### config.mk
export PLATFORM = sky130hd
export DESIGN_NAME = cross_mean_filter
export DESIGN_NICKNAME = d
export VERILOG_FILES = /design/src/hdl/cmf_pkg.sv /design/src/hdl/cmf_datapath.sv /design/src/hdl/cmf_ctrl.sv /design/src/hdl/cross_mean_filter.sv
export SDC_FILE = /design/constraint.sdc
export NUM_CORES = 2
export LEC_CHECK = 0
export BUFFER_PORTS_ARGS = -buffer_cell sky130_fd_sc_hd__buf_2
export CAP_MARGIN = 20
export CORE_MARGIN = 2
export CORE_UTILIZATION = 25
export DETAILED_ROUTE_END_ITERATION = 10
export PLACE_DENSITY = 0.47
export SLEW_MARGIN = 0
export SYNTH_ARGS = -nofsm -noshare
export SYNTH_HDL_FRONTEND = slang
export SYNTH_SLANG_ARGS = --single-unit
### constraint.sdc
create_clock -name i_clk -period 10.2 [get_ports i_clk]
set_input_delay 0.51 -clock i_clk [delete_from_list [all_inputs] [get_ports i_clk]]
set_output_delay 0.51 -clock i_clk [all_outputs]
set_load 0.005 [all_outputs]
### src/hdl/cmf_pkg.sv
// ----------------------------------------------------------------------------
// cmf_pkg: shared definitions for the five-point cross mean filter
// Widths, register indexes, item codes, controller states, the command
// bundle from controller to datapath, and the constant-divisor helpers.
// ----------------------------------------------------------------------------
package cmf_pkg;

    localparam int CMF_MAX_COLS = 64;
    localparam int CMF_MAX_ROWS = 1024;

    localparam int SAMPLE_W    = 16;
    localparam int MEAN_W      = 24;
    localparam int SUM_W       = 19;  // five samples of 16 bits
    localparam int CNT_W       = 3;   // pixel count 1..5
    localparam int K_W         = 9;   // integer part of 256 / count
    localparam int RECIP_W     = 20;
    localparam int RECIP_SHIFT = 20;

    localparam int CFG_IDX_W   = 1;
    localparam int CFG_DATA_W  = 11;
    localparam int ROWS_CFG_W  = 11;
    localparam int COLS_CFG_W  = 7;

    localparam logic [ROWS_CFG_W-1:0] ROWS_RESET = 11'd10;
    localparam logic [COLS_CFG_W-1:0] COLS_RESET = 7'd5;

    // Register indexes of the configuration port.
    localparam logic [CFG_IDX_W-1:0] REG_ROWS = 1'b0;
    localparam logic [CFG_IDX_W-1:0] REG_COLS = 1'b1;

    // Input word codes.
    localparam logic CMD_SAMPLE = 1'b0;
    localparam logic CMD_DRAIN  = 1'b1;

    typedef enum logic [2:0] {
        ST_IDLE,
        ST_RD_C,
        ST_RD_L,
        ST_RD_R,
        ST_SUM_R,
        ST_MUL,
        ST_FIN,
        ST_WR
    } t_state;

    // Properties of the word in work, fixed at acceptance.
    typedef struct packed {
        logic             use_sample;
        logic             has_up;
        logic             has_left;
        logic             has_right;
        logic             sel;
        logic             frame_end;
        logic [CNT_W-1:0] count;
    } t_job;

    // Commands from the controller to the datapath.
    typedef struct packed {
        logic load_sample;
        logic wr_en;
        logic sum_init;
        logic acc_center;
        logic acc_left;
        logic acc_right;
        logic mul;
        logic fin;
        t_job job;
    } t_dp_cmd;

    function automatic int addr_w(input int depth);
        return (depth > 1) ? $clog2(depth) : 1;
    endfunction

    // floor(256 * s / n) = scale_of(n) * s + floor(s / n) for n = 3 and 5,
    // and scale_of(n) * s alone for n = 1, 2 and 4.
    function automatic logic [K_W-1:0] scale_of(input logic [CNT_W-1:0] n);
        logic [K_W-1:0] k;
        unique case (n)
            3'd1:    k = 9'd256;
            3'd2:    k = 9'd128;
            3'd3:    k = 9'd85;
            3'd4:    k = 9'd64;
            3'd5:    k = 9'd51;
            default: k = 9'd0;
        endcase
        return k;
    endfunction

    // floor(2^20 / n) for the two divisors that leave a fraction.
    function automatic logic [RECIP_W-1:0] recip_of(input logic [CNT_W-1:0] n);
        logic [RECIP_W-1:0] m;
        unique case (n)
            3'd3:    m = 20'd349525;
            3'd5:    m = 20'd209715;
            default: m = 20'd0;
        endcase
        return m;
    endfunction

    function automatic logic has_frac(input logic [CNT_W-1:0] n);
        return (n == 3'd3) || (n == 3'd5);
    endfunction

endpackage

### src/hdl/cmf_datapath.sv
// ----------------------------------------------------------------------------
// cmf_datapath: line stores, neighborhood sum and constant division
// Two line stores with separate read and write ports and registered reads,
// the accumulator and the reciprocal divider with its one-step correction.
// ----------------------------------------------------------------------------
module cmf_datapath #(
    parameter int MAX_COLS = cmf_pkg::CMF_MAX_COLS
) (
    input  logic                                  i_clk,
    input  logic [cmf_pkg::SAMPLE_W-1:0]          i_sample,
    input  cmf_pkg::t_dp_cmd                      i_cmd,
    input  logic [cmf_pkg::addr_w(MAX_COLS)-1:0]  i_rd_addr,
    input  logic [cmf_pkg::addr_w(MAX_COLS)-1:0]  i_wr_addr,
    output logic [cmf_pkg::MEAN_W-1:0]            o_mean_value
);
    import cmf_pkg::*;

    logic [SAMPLE_W-1:0] r_store_a [MAX_COLS];
    logic [SAMPLE_W-1:0] r_store_b [MAX_COLS];
    logic [SAMPLE_W-1:0] r_rd_a;
    logic [SAMPLE_W-1:0] r_rd_b;
    logic [SAMPLE_W-1:0] r_sample;
    logic [SUM_W-1:0]    r_sum;
    logic [SUM_W-1:0]    r_q_est;
    logic [MEAN_W-1:0]   r_mean;

    logic [SAMPLE_W-1:0]        w_new;
    logic [SAMPLE_W-1:0]        w_old;
    logic [SUM_W+RECIP_W-1:0]   w_prod;
    logic [SUM_W-1:0]           w_qd;
    logic [SUM_W-1:0]           w_rem;
    logic [SUM_W-1:0]           w_q;
    logic [SUM_W+K_W-1:0]       w_scaled;
    logic [SUM_W+K_W-1:0]       w_mean_full;

    // The select bit names the store holding the newest complete row.
    assign w_new = i_cmd.job.sel ? r_rd_b : r_rd_a;
    assign w_old = i_cmd.job.sel ? r_rd_a : r_rd_b;

    always_ff @(posedge i_clk) begin
        r_rd_a <= r_store_a[i_rd_addr];
        r_rd_b <= r_store_b[i_rd_addr];
        if (i_cmd.wr_en) begin
            if (i_cmd.job.sel) begin
                r_store_a[i_wr_addr] <= r_sample;
            end else begin
                r_store_b[i_wr_addr] <= r_sample;
            end
        end
    end

    // Estimate is the true quotient or one below it.
    assign w_prod = r_sum * recip_of(i_cmd.job.count);
    assign w_qd   = SUM_W'(r_q_est * i_cmd.job.count);
    assign w_rem  = r_sum - w_qd;
    always_comb begin
        if (has_frac(i_cmd.job.count)) begin
            w_q = (w_rem >= SUM_W'(i_cmd.job.count)) ? r_q_est + SUM_W'(1) : r_q_est;
        end else begin
            w_q = '0;
        end
    end
    assign w_scaled    = r_sum * scale_of(i_cmd.job.count);
    assign w_mean_full = w_scaled + (SUM_W+K_W)'(w_q);

    always_ff @(posedge i_clk) begin
        if (i_cmd.load_sample) begin
            r_sample <= i_sample;
        end
        if (i_cmd.sum_init) begin
            r_sum <= i_cmd.job.use_sample ? SUM_W'(r_sample) : '0;
        end else if (i_cmd.acc_center) begin
            r_sum <= r_sum + SUM_W'(w_new)
                     + (i_cmd.job.has_up ? SUM_W'(w_old) : '0);
        end else if (i_cmd.acc_left) begin
            r_sum <= r_sum + (i_cmd.job.has_left ? SUM_W'(w_new) : '0);
        end else if (i_cmd.acc_right) begin
            r_sum <= r_sum + (i_cmd.job.has_right ? SUM_W'(w_new) : '0);
        end
        if (i_cmd.mul) begin
            r_q_est <= w_prod[RECIP_SHIFT +: SUM_W];
        end
        if (i_cmd.fin) begin
            r_mean <= w_mean_full[MEAN_W-1:0];
        end
    end

    assign o_mean_value = r_mean;

endmodule

### src/hdl/cmf_ctrl.sv
// ----------------------------------------------------------------------------
// cmf_ctrl: frame position tracking and step sequencing
// Holds the configuration, the row and column position and the drain flag,
// sequences the datapath for each word and owns the output valid.
// ----------------------------------------------------------------------------
module cmf_ctrl #(
    parameter int MAX_COLS = cmf_pkg::CMF_MAX_COLS,
    parameter int MAX_ROWS = cmf_pkg::CMF_MAX_ROWS
) (
    input  logic                                  i_clk,
    input  logic                                  i_rst_n,
    input  logic                                  i_in_valid,
    output logic                                  o_in_stall,
    input  logic                                  i_cmd,
    input  logic                                  i_cfg_valid,
    output logic                                  o_cfg_ready,
    input  logic [cmf_pkg::CFG_IDX_W-1:0]         i_cfg_index,
    input  logic [cmf_pkg::CFG_DATA_W-1:0]        i_cfg_data,
    input  logic                                  i_out_stall,
    output logic                                  o_out_valid,
    output logic [cmf_pkg::addr_w(MAX_ROWS)-1:0]  o_out_row,
    output logic [cmf_pkg::addr_w(MAX_COLS)-1:0]  o_out_col,
    output logic                                  o_frame_end,
    output cmf_pkg::t_dp_cmd                      o_dp_cmd,
    output logic [cmf_pkg::addr_w(MAX_COLS)-1:0]  o_rd_addr,
    output logic [cmf_pkg::addr_w(MAX_COLS)-1:0]  o_wr_addr
);
    import cmf_pkg::*;

    localparam int COL_W = addr_w(MAX_COLS);
    localparam int ROW_W = addr_w(MAX_ROWS);

    t_state                r_state, n_state;
    logic [ROWS_CFG_W-1:0] r_rows, n_rows;
    logic [COLS_CFG_W-1:0] r_cols, n_cols;
    logic [ROW_W-1:0]      r_row_pos, n_row_pos;
    logic [COL_W-1:0]      r_col_pos, n_col_pos;
    logic                  r_draining, n_draining;
    logic                  r_sel, n_sel;
    t_job                  r_job, n_job;
    logic [ROW_W-1:0]      r_job_row, n_job_row;
    logic [COL_W-1:0]      r_job_col, n_job_col;
    logic                  r_out_valid;
    logic [ROW_W-1:0]      r_out_row;
    logic [COL_W-1:0]      r_out_col;
    logic                  r_out_fe;

    logic             w_accept;
    logic             w_cfg_we;
    logic             w_go_work;
    logic             w_go_write;
    logic             w_out_free;
    logic             w_load_out;
    logic [ROW_W-1:0] w_last_row;
    logic [COL_W-1:0] w_last_col;

    // A configuration write wins over an input word offered in the same cycle.
    assign w_accept   = i_in_valid && (r_state == ST_IDLE) && !i_cfg_valid;
    assign w_cfg_we   = i_cfg_valid && (r_state == ST_IDLE);
    assign w_out_free = !r_out_valid || !i_out_stall;
    assign w_load_out = (r_state == ST_FIN) && w_out_free;

    // Register values are clamped to the supported frame size.
    always_comb begin
        if (r_rows == '0) begin
            w_last_row = '0;
        end else if (int'(r_rows) > MAX_ROWS) begin
            w_last_row = ROW_W'(MAX_ROWS - 1);
        end else begin
            w_last_row = ROW_W'(int'(r_rows) - 1);
        end
        if (r_cols == '0) begin
            w_last_col = '0;
        end else if (int'(r_cols) > MAX_COLS) begin
            w_last_col = COL_W'(MAX_COLS - 1);
        end else begin
            w_last_col = COL_W'(int'(r_cols) - 1);
        end
    end

    // Position bookkeeping and job capture at acceptance.
    always_comb begin
        n_rows     = r_rows;
        n_cols     = r_cols;
        n_row_pos  = r_row_pos;
        n_col_pos  = r_col_pos;
        n_draining = r_draining;
        n_sel      = r_sel;
        n_job      = r_job;
        n_job_row  = r_job_row;
        n_job_col  = r_job_col;
        w_go_work  = 1'b0;
        w_go_write = 1'b0;
        if (w_cfg_we) begin
            unique case (i_cfg_index)
                REG_ROWS: n_rows = i_cfg_data[ROWS_CFG_W-1:0];
                REG_COLS: n_cols = i_cfg_data[COLS_CFG_W-1:0];
            endcase
            n_row_pos  = '0;
            n_col_pos  = '0;
            n_draining = 1'b0;
        end else if (w_accept) begin
            n_job_col          = r_col_pos;
            n_job.sel          = r_sel;
            n_job.has_left     = (r_col_pos != '0);
            n_job.has_right    = (r_col_pos != w_last_col);
            if (i_cmd == CMD_DRAIN) begin
                n_job.use_sample = 1'b0;
                n_job.has_up     = (w_last_row != '0);
                n_job.frame_end  = (r_col_pos == w_last_col);
                n_job.count      = CNT_W'(1) + CNT_W'(n_job.has_up)
                                   + CNT_W'(n_job.has_left) + CNT_W'(n_job.has_right);
                n_job_row        = w_last_row;
                if (r_draining) begin
                    w_go_work = 1'b1;
                    if (n_job.frame_end) begin
                        n_row_pos  = '0;
                        n_col_pos  = '0;
                        n_draining = 1'b0;
                    end else begin
                        n_col_pos = r_col_pos + COL_W'(1);
                    end
                end
            end else begin
                n_job.use_sample = 1'b1;
                n_job.has_up     = (int'(r_row_pos) >= 2);
                n_job.frame_end  = 1'b0;
                n_job.count      = CNT_W'(2) + CNT_W'(n_job.has_up)
                                   + CNT_W'(n_job.has_left) + CNT_W'(n_job.has_right);
                n_job_row        = r_row_pos - ROW_W'(1);
                if (!r_draining) begin
                    w_go_work  = (r_row_pos != '0);
                    w_go_write = (r_row_pos == '0);
                    if (r_col_pos == w_last_col) begin
                        n_col_pos = '0;
                        n_sel     = !r_sel;
                        if (r_row_pos == w_last_row) begin
                            n_row_pos  = '0;
                            n_draining = 1'b1;
                        end else begin
                            n_row_pos = r_row_pos + ROW_W'(1);
                        end
                    end else begin
                        n_col_pos = r_col_pos + COL_W'(1);
                    end
                end
            end
        end
    end

    // Next state.
    always_comb begin
        n_state = r_state;
        unique case (r_state)
            ST_IDLE: begin
                if (w_go_work) begin
                    n_state = ST_RD_C;
                end else if (w_go_write) begin
                    n_state = ST_WR;
                end
            end
            ST_RD_C:  n_state = ST_RD_L;
            ST_RD_L:  n_state = ST_RD_R;
            ST_RD_R:  n_state = ST_SUM_R;
            ST_SUM_R: n_state = ST_MUL;
            ST_MUL:   n_state = ST_FIN;
            ST_FIN: begin
                if (w_out_free) begin
                    n_state = ST_IDLE;
                end
            end
            ST_WR:    n_state = ST_IDLE;
            default:  n_state = ST_IDLE;
        endcase
    end

    // Outputs and datapath commands.
    always_comb begin
        o_in_stall           = (r_state != ST_IDLE) || i_cfg_valid;
        o_cfg_ready          = (r_state == ST_IDLE);
        o_dp_cmd             = '0;
        o_dp_cmd.job         = r_job;
        o_dp_cmd.load_sample = w_accept;
        o_rd_addr            = r_job_col;
        o_wr_addr            = r_job_col;
        unique case (r_state)
            ST_RD_C: begin
                o_dp_cmd.sum_init = 1'b1;
            end
            ST_RD_L: begin
                o_dp_cmd.acc_center = 1'b1;
                o_dp_cmd.wr_en      = r_job.use_sample;
                o_rd_addr           = r_job_col - COL_W'(1);
            end
            ST_RD_R: begin
                o_dp_cmd.acc_left = 1'b1;
                o_rd_addr         = r_job_col + COL_W'(1);
            end
            ST_SUM_R: o_dp_cmd.acc_right = 1'b1;
            ST_MUL:   o_dp_cmd.mul       = 1'b1;
            ST_FIN:   o_dp_cmd.fin       = w_out_free;
            ST_WR:    o_dp_cmd.wr_en     = 1'b1;
            default: begin
            end
        endcase
    end

    always_ff @(posedge i_clk) begin
        if (!i_rst_n) begin
            r_state     <= ST_IDLE;
            r_rows      <= ROWS_RESET;
            r_cols      <= COLS_RESET;
            r_row_pos   <= '0;
            r_col_pos   <= '0;
            r_draining  <= 1'b0;
            r_sel       <= 1'b0;
            r_out_valid <= 1'b0;
        end else begin
            r_state    <= n_state;
            r_rows     <= n_rows;
            r_cols     <= n_cols;
            r_row_pos  <= n_row_pos;
            r_col_pos  <= n_col_pos;
            r_draining <= n_draining;
            r_sel      <= n_sel;
            if (w_load_out) begin
                r_out_valid <= 1'b1;
            end else if (!i_out_stall) begin
                r_out_valid <= 1'b0;
            end
        end
    end

    always_ff @(posedge i_clk) begin
        r_job     <= n_job;
        r_job_row <= n_job_row;
        r_job_col <= n_job_col;
        if (w_load_out) begin
            r_out_row <= r_job_row;
            r_out_col <= r_job_col;
            r_out_fe  <= r_job.frame_end;
        end
    end

    assign o_out_valid = r_out_valid;
    assign o_out_row   = r_out_row;
    assign o_out_col   = r_out_col;
    assign o_frame_end = r_out_fe;

endmodule

### src/hdl/cross_mean_filter.sv
// ----------------------------------------------------------------------------
// cross_mean_filter: five-point cross mean filter over a raster-order frame
// Averages each pixel with its in-frame up, down, left and right neighbors
// and reports the mean as unsigned fixed point with 8 fraction bits.
// ----------------------------------------------------------------------------
// Samples (cmd 0) arrive in raster order. The result for a pixel of row r is
// produced when the sample of row r+1 in the same column arrives, so the
// first row gives no results; after the last sample of the frame the block
// waits for drain words (cmd 1), each of which returns one pixel of the last
// row, and the last of which carries frame_end and restarts the frame. Drain
// words outside that phase and samples sent during it are accepted and
// dropped. The mean is floor(256 * sum / count), where the count of pixels
// used is 1 to 5 depending on the frame edges. Timing: one word is in work at
// a time. A word that yields a result occupies the block until its mean is
// registered, with any wait for a stalled output register to free up, because
// each line store has a single registered read port and three entries of the
// newest row are read one after another, followed by the reciprocal multiply
// and its correction step. A first-row sample holds it only for its store
// write, and a dropped word ends at acceptance. A finished result sits in an
// output register, so the next word is accepted while it waits.
// Writing either configuration register restarts the frame; the line stores
// keep their contents and need no clearing pass after reset. Configuration
// is accepted whenever no word is in work, and an input word offered in the
// same cycle as a configuration write is stalled until the write is done.
// ----------------------------------------------------------------------------
module cross_mean_filter #(
    parameter int MAX_COLS = cmf_pkg::CMF_MAX_COLS,
    parameter int MAX_ROWS = cmf_pkg::CMF_MAX_ROWS
) (
    input  logic                                  i_clk,
    input  logic                                  i_rst_n,
    // Input words.
    input  logic                                  i_in_valid,
    output logic                                  o_in_stall,
    input  logic                                  i_cmd,
    input  logic [cmf_pkg::SAMPLE_W-1:0]          i_sample,
    // Result words.
    output logic                                  o_out_valid,
    input  logic                                  i_out_stall,
    output logic [cmf_pkg::MEAN_W-1:0]            o_mean_value,
    output logic [cmf_pkg::addr_w(MAX_ROWS)-1:0]  o_out_row,
    output logic [cmf_pkg::addr_w(MAX_COLS)-1:0]  o_out_col,
    output logic                                  o_frame_end,
    // Configuration writes: index 0 is rows_in_use, index 1 is cols_in_use.
    input  logic                                  i_cfg_valid,
    output logic                                  o_cfg_ready,
    input  logic [cmf_pkg::CFG_IDX_W-1:0]         i_cfg_index,
    input  logic [cmf_pkg::CFG_DATA_W-1:0]        i_cfg_data
);
    import cmf_pkg::*;

    localparam int COL_W = addr_w(MAX_COLS);

    t_dp_cmd          w_dp_cmd;
    logic [COL_W-1:0] w_rd_addr;
    logic [COL_W-1:0] w_wr_addr;

    // The controller tracks the frame position and steps the datapath.
    cmf_ctrl #(
        .MAX_COLS (MAX_COLS),
        .MAX_ROWS (MAX_ROWS)
    ) u_ctrl (
        .i_clk       (i_clk),
        .i_rst_n     (i_rst_n),
        .i_in_valid  (i_in_valid),
        .o_in_stall  (o_in_stall),
        .i_cmd       (i_cmd),
        .i_cfg_valid (i_cfg_valid),
        .o_cfg_ready (o_cfg_ready),
        .i_cfg_index (i_cfg_index),
        .i_cfg_data  (i_cfg_data),
        .i_out_stall (i_out_stall),
        .o_out_valid (o_out_valid),
        .o_out_row   (o_out_row),
        .o_out_col   (o_out_col),
        .o_frame_end (o_frame_end),
        .o_dp_cmd    (w_dp_cmd),
        .o_rd_addr   (w_rd_addr),
        .o_wr_addr   (w_wr_addr)
    );

    // The datapath holds both line stores and computes the mean.
    cmf_datapath #(
        .MAX_COLS (MAX_COLS)
    ) u_datapath (
        .i_clk        (i_clk),
        .i_sample     (i_sample),
        .i_cmd        (w_dp_cmd),
        .i_rd_addr    (w_rd_addr),
        .i_wr_addr    (w_wr_addr),
        .o_mean_value (o_mean_value)
    );

endmodule
==> run metrics <==
status finished, final reports clean; Ports 78; Setup Fix Bufs, Post-CTS 0; Post-Syn Nets 7131; Cells after Synth 6443; Pwr Density 280 nW/um2; share of cells above drive strength 1 18.5%; yosys warns 0; DR vias/cell 4.64; Hold Crit Class in2reg; period utilisation layout 87.9%; Remaining Overflow, GRT 0; Initial Utilization 25.1%; CP max stage delay 0.89 ns; core area 420000 um2; largest family of logic cells by synthesized area multiplexers; peak supply drop 0.300 mV; final-report max-slew violation count 0; synthesized-area fraction occupied by and/or/nand/nor cells 5.80%; CTS sink cnt 2239; arrival time worst endpoint 9.60 ns; Post-synth ARST share 0%; Avg Cell Area, Syn 16.3 um2; vias in the first global route 59900; H-tree depth 4; post-synthesis mux area share 11.6%; RSZ-0062 raised after global routing no; Adder-Cell Fraction of Synth Area 10.4%; Placement Rows 238; Antenna Nets Post-Route 0; maxcap violations 0; GRT Util Overall 13.9%; Root Buffer clkbuf_16; drt total wl 302000 um; die height 653 um; R2R depth 27; WL/cell 24.3 um; die width 653 um; top cell type by total area after synthesis edfxtp_1; setup TNS 0 ns; compound-gate portion of the synthesized area 4.95%; Synth cell types 97; CTS Buf Count 239; final setup violation count 0; CP max-delay cell edfxtp_1; top_reg_cell synth edfxtp_1; xor and xnor fraction of the mapped netlist area 0.938%; CP Data Required Time 10.83 ns; EDFF count, synth 2167; P_leak 41.1 nW; Setup crit end kind register; Hold Path Depth 2; Layout Skew 0.110 ns; final hold vios 0; Slew @ Worst Pin 1.17 ns; Clock Tree Buf Depth 4; Initial DRC Count 5399; Setup CP Type reg2reg; IO buf count 77; Clock Latency Late Sink 0.94 ns; placed cell area 113000 um2; ranking of synthesized cells by area edfxtp_1 62%, mux4_2 11%, fa_1 6.8%, ha_1 3.5%, inv_1 1.8%; Synth Register Bits 2239; startpoint types register; part of the Yosys area used for sequential elements 63.2%; initial antenna violation count 10; CTS tree done; Syn-to-layout area delta 15.5%; pin count of the biggest net entering global routing 130; TritonRoute pass-1 iters 5; Synth Cell Area 105000 um2; Synth top area share 61.8%; CP Max Fanout 27; Final Instance Area 122000 um2; DR vias 57700; Worst-path clk slew 0.06 ns; Max-slew headroom 21.2%; Nets 7392; first-pass GRT wire length 437000 um; Die ar. 426000 um2; min Tclk post-route 8.96 ns; RePlAce Congestion 0.825; Detail Placement HPWL 193000 um; residual DRC count 0; Max Fclk 0.112 GHz
[final cells by class]
class	instances	area, um2
Clock inverter	160	1660
Fill cell	41500	298000
Timing Repair Buffer	337	2700
Multi-Input combinational cell	3386	35600
Antenna cell	2	5.00
Inverter	501	1880
Clock buffer	284	6320
Tap cell	5520	6910
Sequential cell	2239	66500
[final timing paths]
kind | startpoint | end | slack (ns)
worst min register to register | u_ctrl.r_job_row[5] | u_ctrl.o_out_row[5] | 0.43
worst min-delay path | i_rst_n | u_ctrl.r_rows[3] | 0.07
worst max-delay path | u_ctrl.o_dp_cmd[0] | u_datapath.o_mean_value[22] | 1.24
worst max register to register | u_ctrl.o_dp_cmd[0] | u_datapath.o_mean_value[22] | 1.24
[kinds of logic after synthesis]
kind of cell / count (synthesis)
mux: 579
flops: 2239
fa+ha+maj: 658
simple gates: 1269
buf+inv: 818
xor+xnor: 109
compound gates: 771
[Yosys cell counts (all sizes together), types with 7 or more instances]
cell type,number
mux2,18
or3,13
ha,296
o211ai,12
mux2i,49
a21o,36
nand3,67
and3,29
mux4,512
o21a,18
a21boi,16
edfxtp,2167
inv,500
a22oi,7
a211oi,179
and2,233
a221oi,7
xor2,37
o21ai,112
buf,121
xnor2,71
a21oi,164
nand2b,26
nor4,14
a311oi,66
nand2,469
o21bai,7
or2,26
nor3,42
dfxtp,72
fa,358
nor2b,48
nor2,255
nand4,16
clkbuf,196
a31oi,86
[stage by stage]
step	utilization (%)	setup slack (ns)	hold WS, ns	cells	power [W]
final	29.0	1.24	0.0744	12400	0.0341
after global routing	29.0	0.584	0.0680	12400	0.0361
after CTS	29.0	1.33	0.000350	12400	0.0345
after detailed placement	27.0	1.37	0.408	12000	0.0255
after global placement	27.0	1.46	0.405	11900	0.0255
after floorplan	-	2.75	0.400	6443	0.0208
[state kept, by name, summed over array words and instances (netlist names), 3 cells and up]
signal / cells
u_datapath.r_rd_a: 16
u_datapath.r_sample: 16
u_ctrl.r_job_row: 10
u_datapath.r_rd_b: 16
u_datapath.r_sum: 19
u_ctrl.r_col_pos: 6
u_ctrl.o_out_row: 10
u_ctrl.o_dp_cmd: 9
u_datapath.r_store_b: 1024
u_ctrl.r_row_pos: 10
u_datapath.r_q_est: 18
u_ctrl.r_state: 3
u_ctrl.o_wr_addr: 6
u_ctrl.o_out_col: 6
u_ctrl.r_rows: 11
u_datapath.r_store_a: 1024
u_datapath.o_mean_value: 24
u_ctrl.r_cols: 7
[layout by cell type, fill, tap and decap left out, types with 32 or more instances in the layout]
master     synthesis  layout
a21o_1            36      36
clkbuf_16          0     243
dfxtp_1           72      72
inv_1            499     499
a31oi_1           86      86
buf_2             61      79
clkinv_2           0      44
a311oi_1          66      66
xor2_1            37      37
o21ai_0           99      98
nand2_1          469     469
nand3_1           67      63
and2_1           232     232
nor2b_1           48      48
ha_1             296     296
clkbuf_1         196      32
nor2_2             1      32
fa_1             358     358
nor2_1           254     223
mux4_2           512     512
a21oi_1          164     163
edfxtp_1        2167    2167
mux2i_1           49      48
a211oi_1         178     178
clkinv_1           1      63
buf_4             27     201
nor3_1            39      39
xnor2_1           70      69
[where the power goes]
part / internal, W / switching, W / total [W]
clock network: 0.00517 / 0.00369 / 0.00886
logic: 0.00564 / 0.00863 / 0.0143
registers: 0.0106 / 0.000313 / 0.0109
total: 0.0214 / 0.0126 / 0.0341
[metal layers]
layer | track usage (%) | vias to the layer above | part of all wire [%]
li1 | - | 25100 | -
met1 | 19.3 | 30600 | 45
met2 | 22.8 | 1628 | 47
met3 | 1.78 | 410 | 5.0
met4 | 3.85 | 2 | 2.8
met5 | 0 | - | 0.0043
[worst max-delay path: cells and delay by family, from the launching register on]
kind	cells	cell delay (ns)
and+or+nand+nor	6	2.47
adders and majority gates	5	2.12
DFF	1	0.89
xor gates and xnor gates	1	0.14
AOI/OAI and AO/OA	11	2.77
buffers and inverters	3	0.13
muxes	1	0.20
[repair_timing]
| item | 4_1_cts | 5_1_grt |
|---|---|---|
| hold buffers | 29 | 0 |
| endpoints found under the hold margin | 34 | 0 |
| endpoints found under the setup margin | 0 | 0 |
| resized for setup | 0 | 0 |
Note: power is estimated with default switching activity, not from simulation.
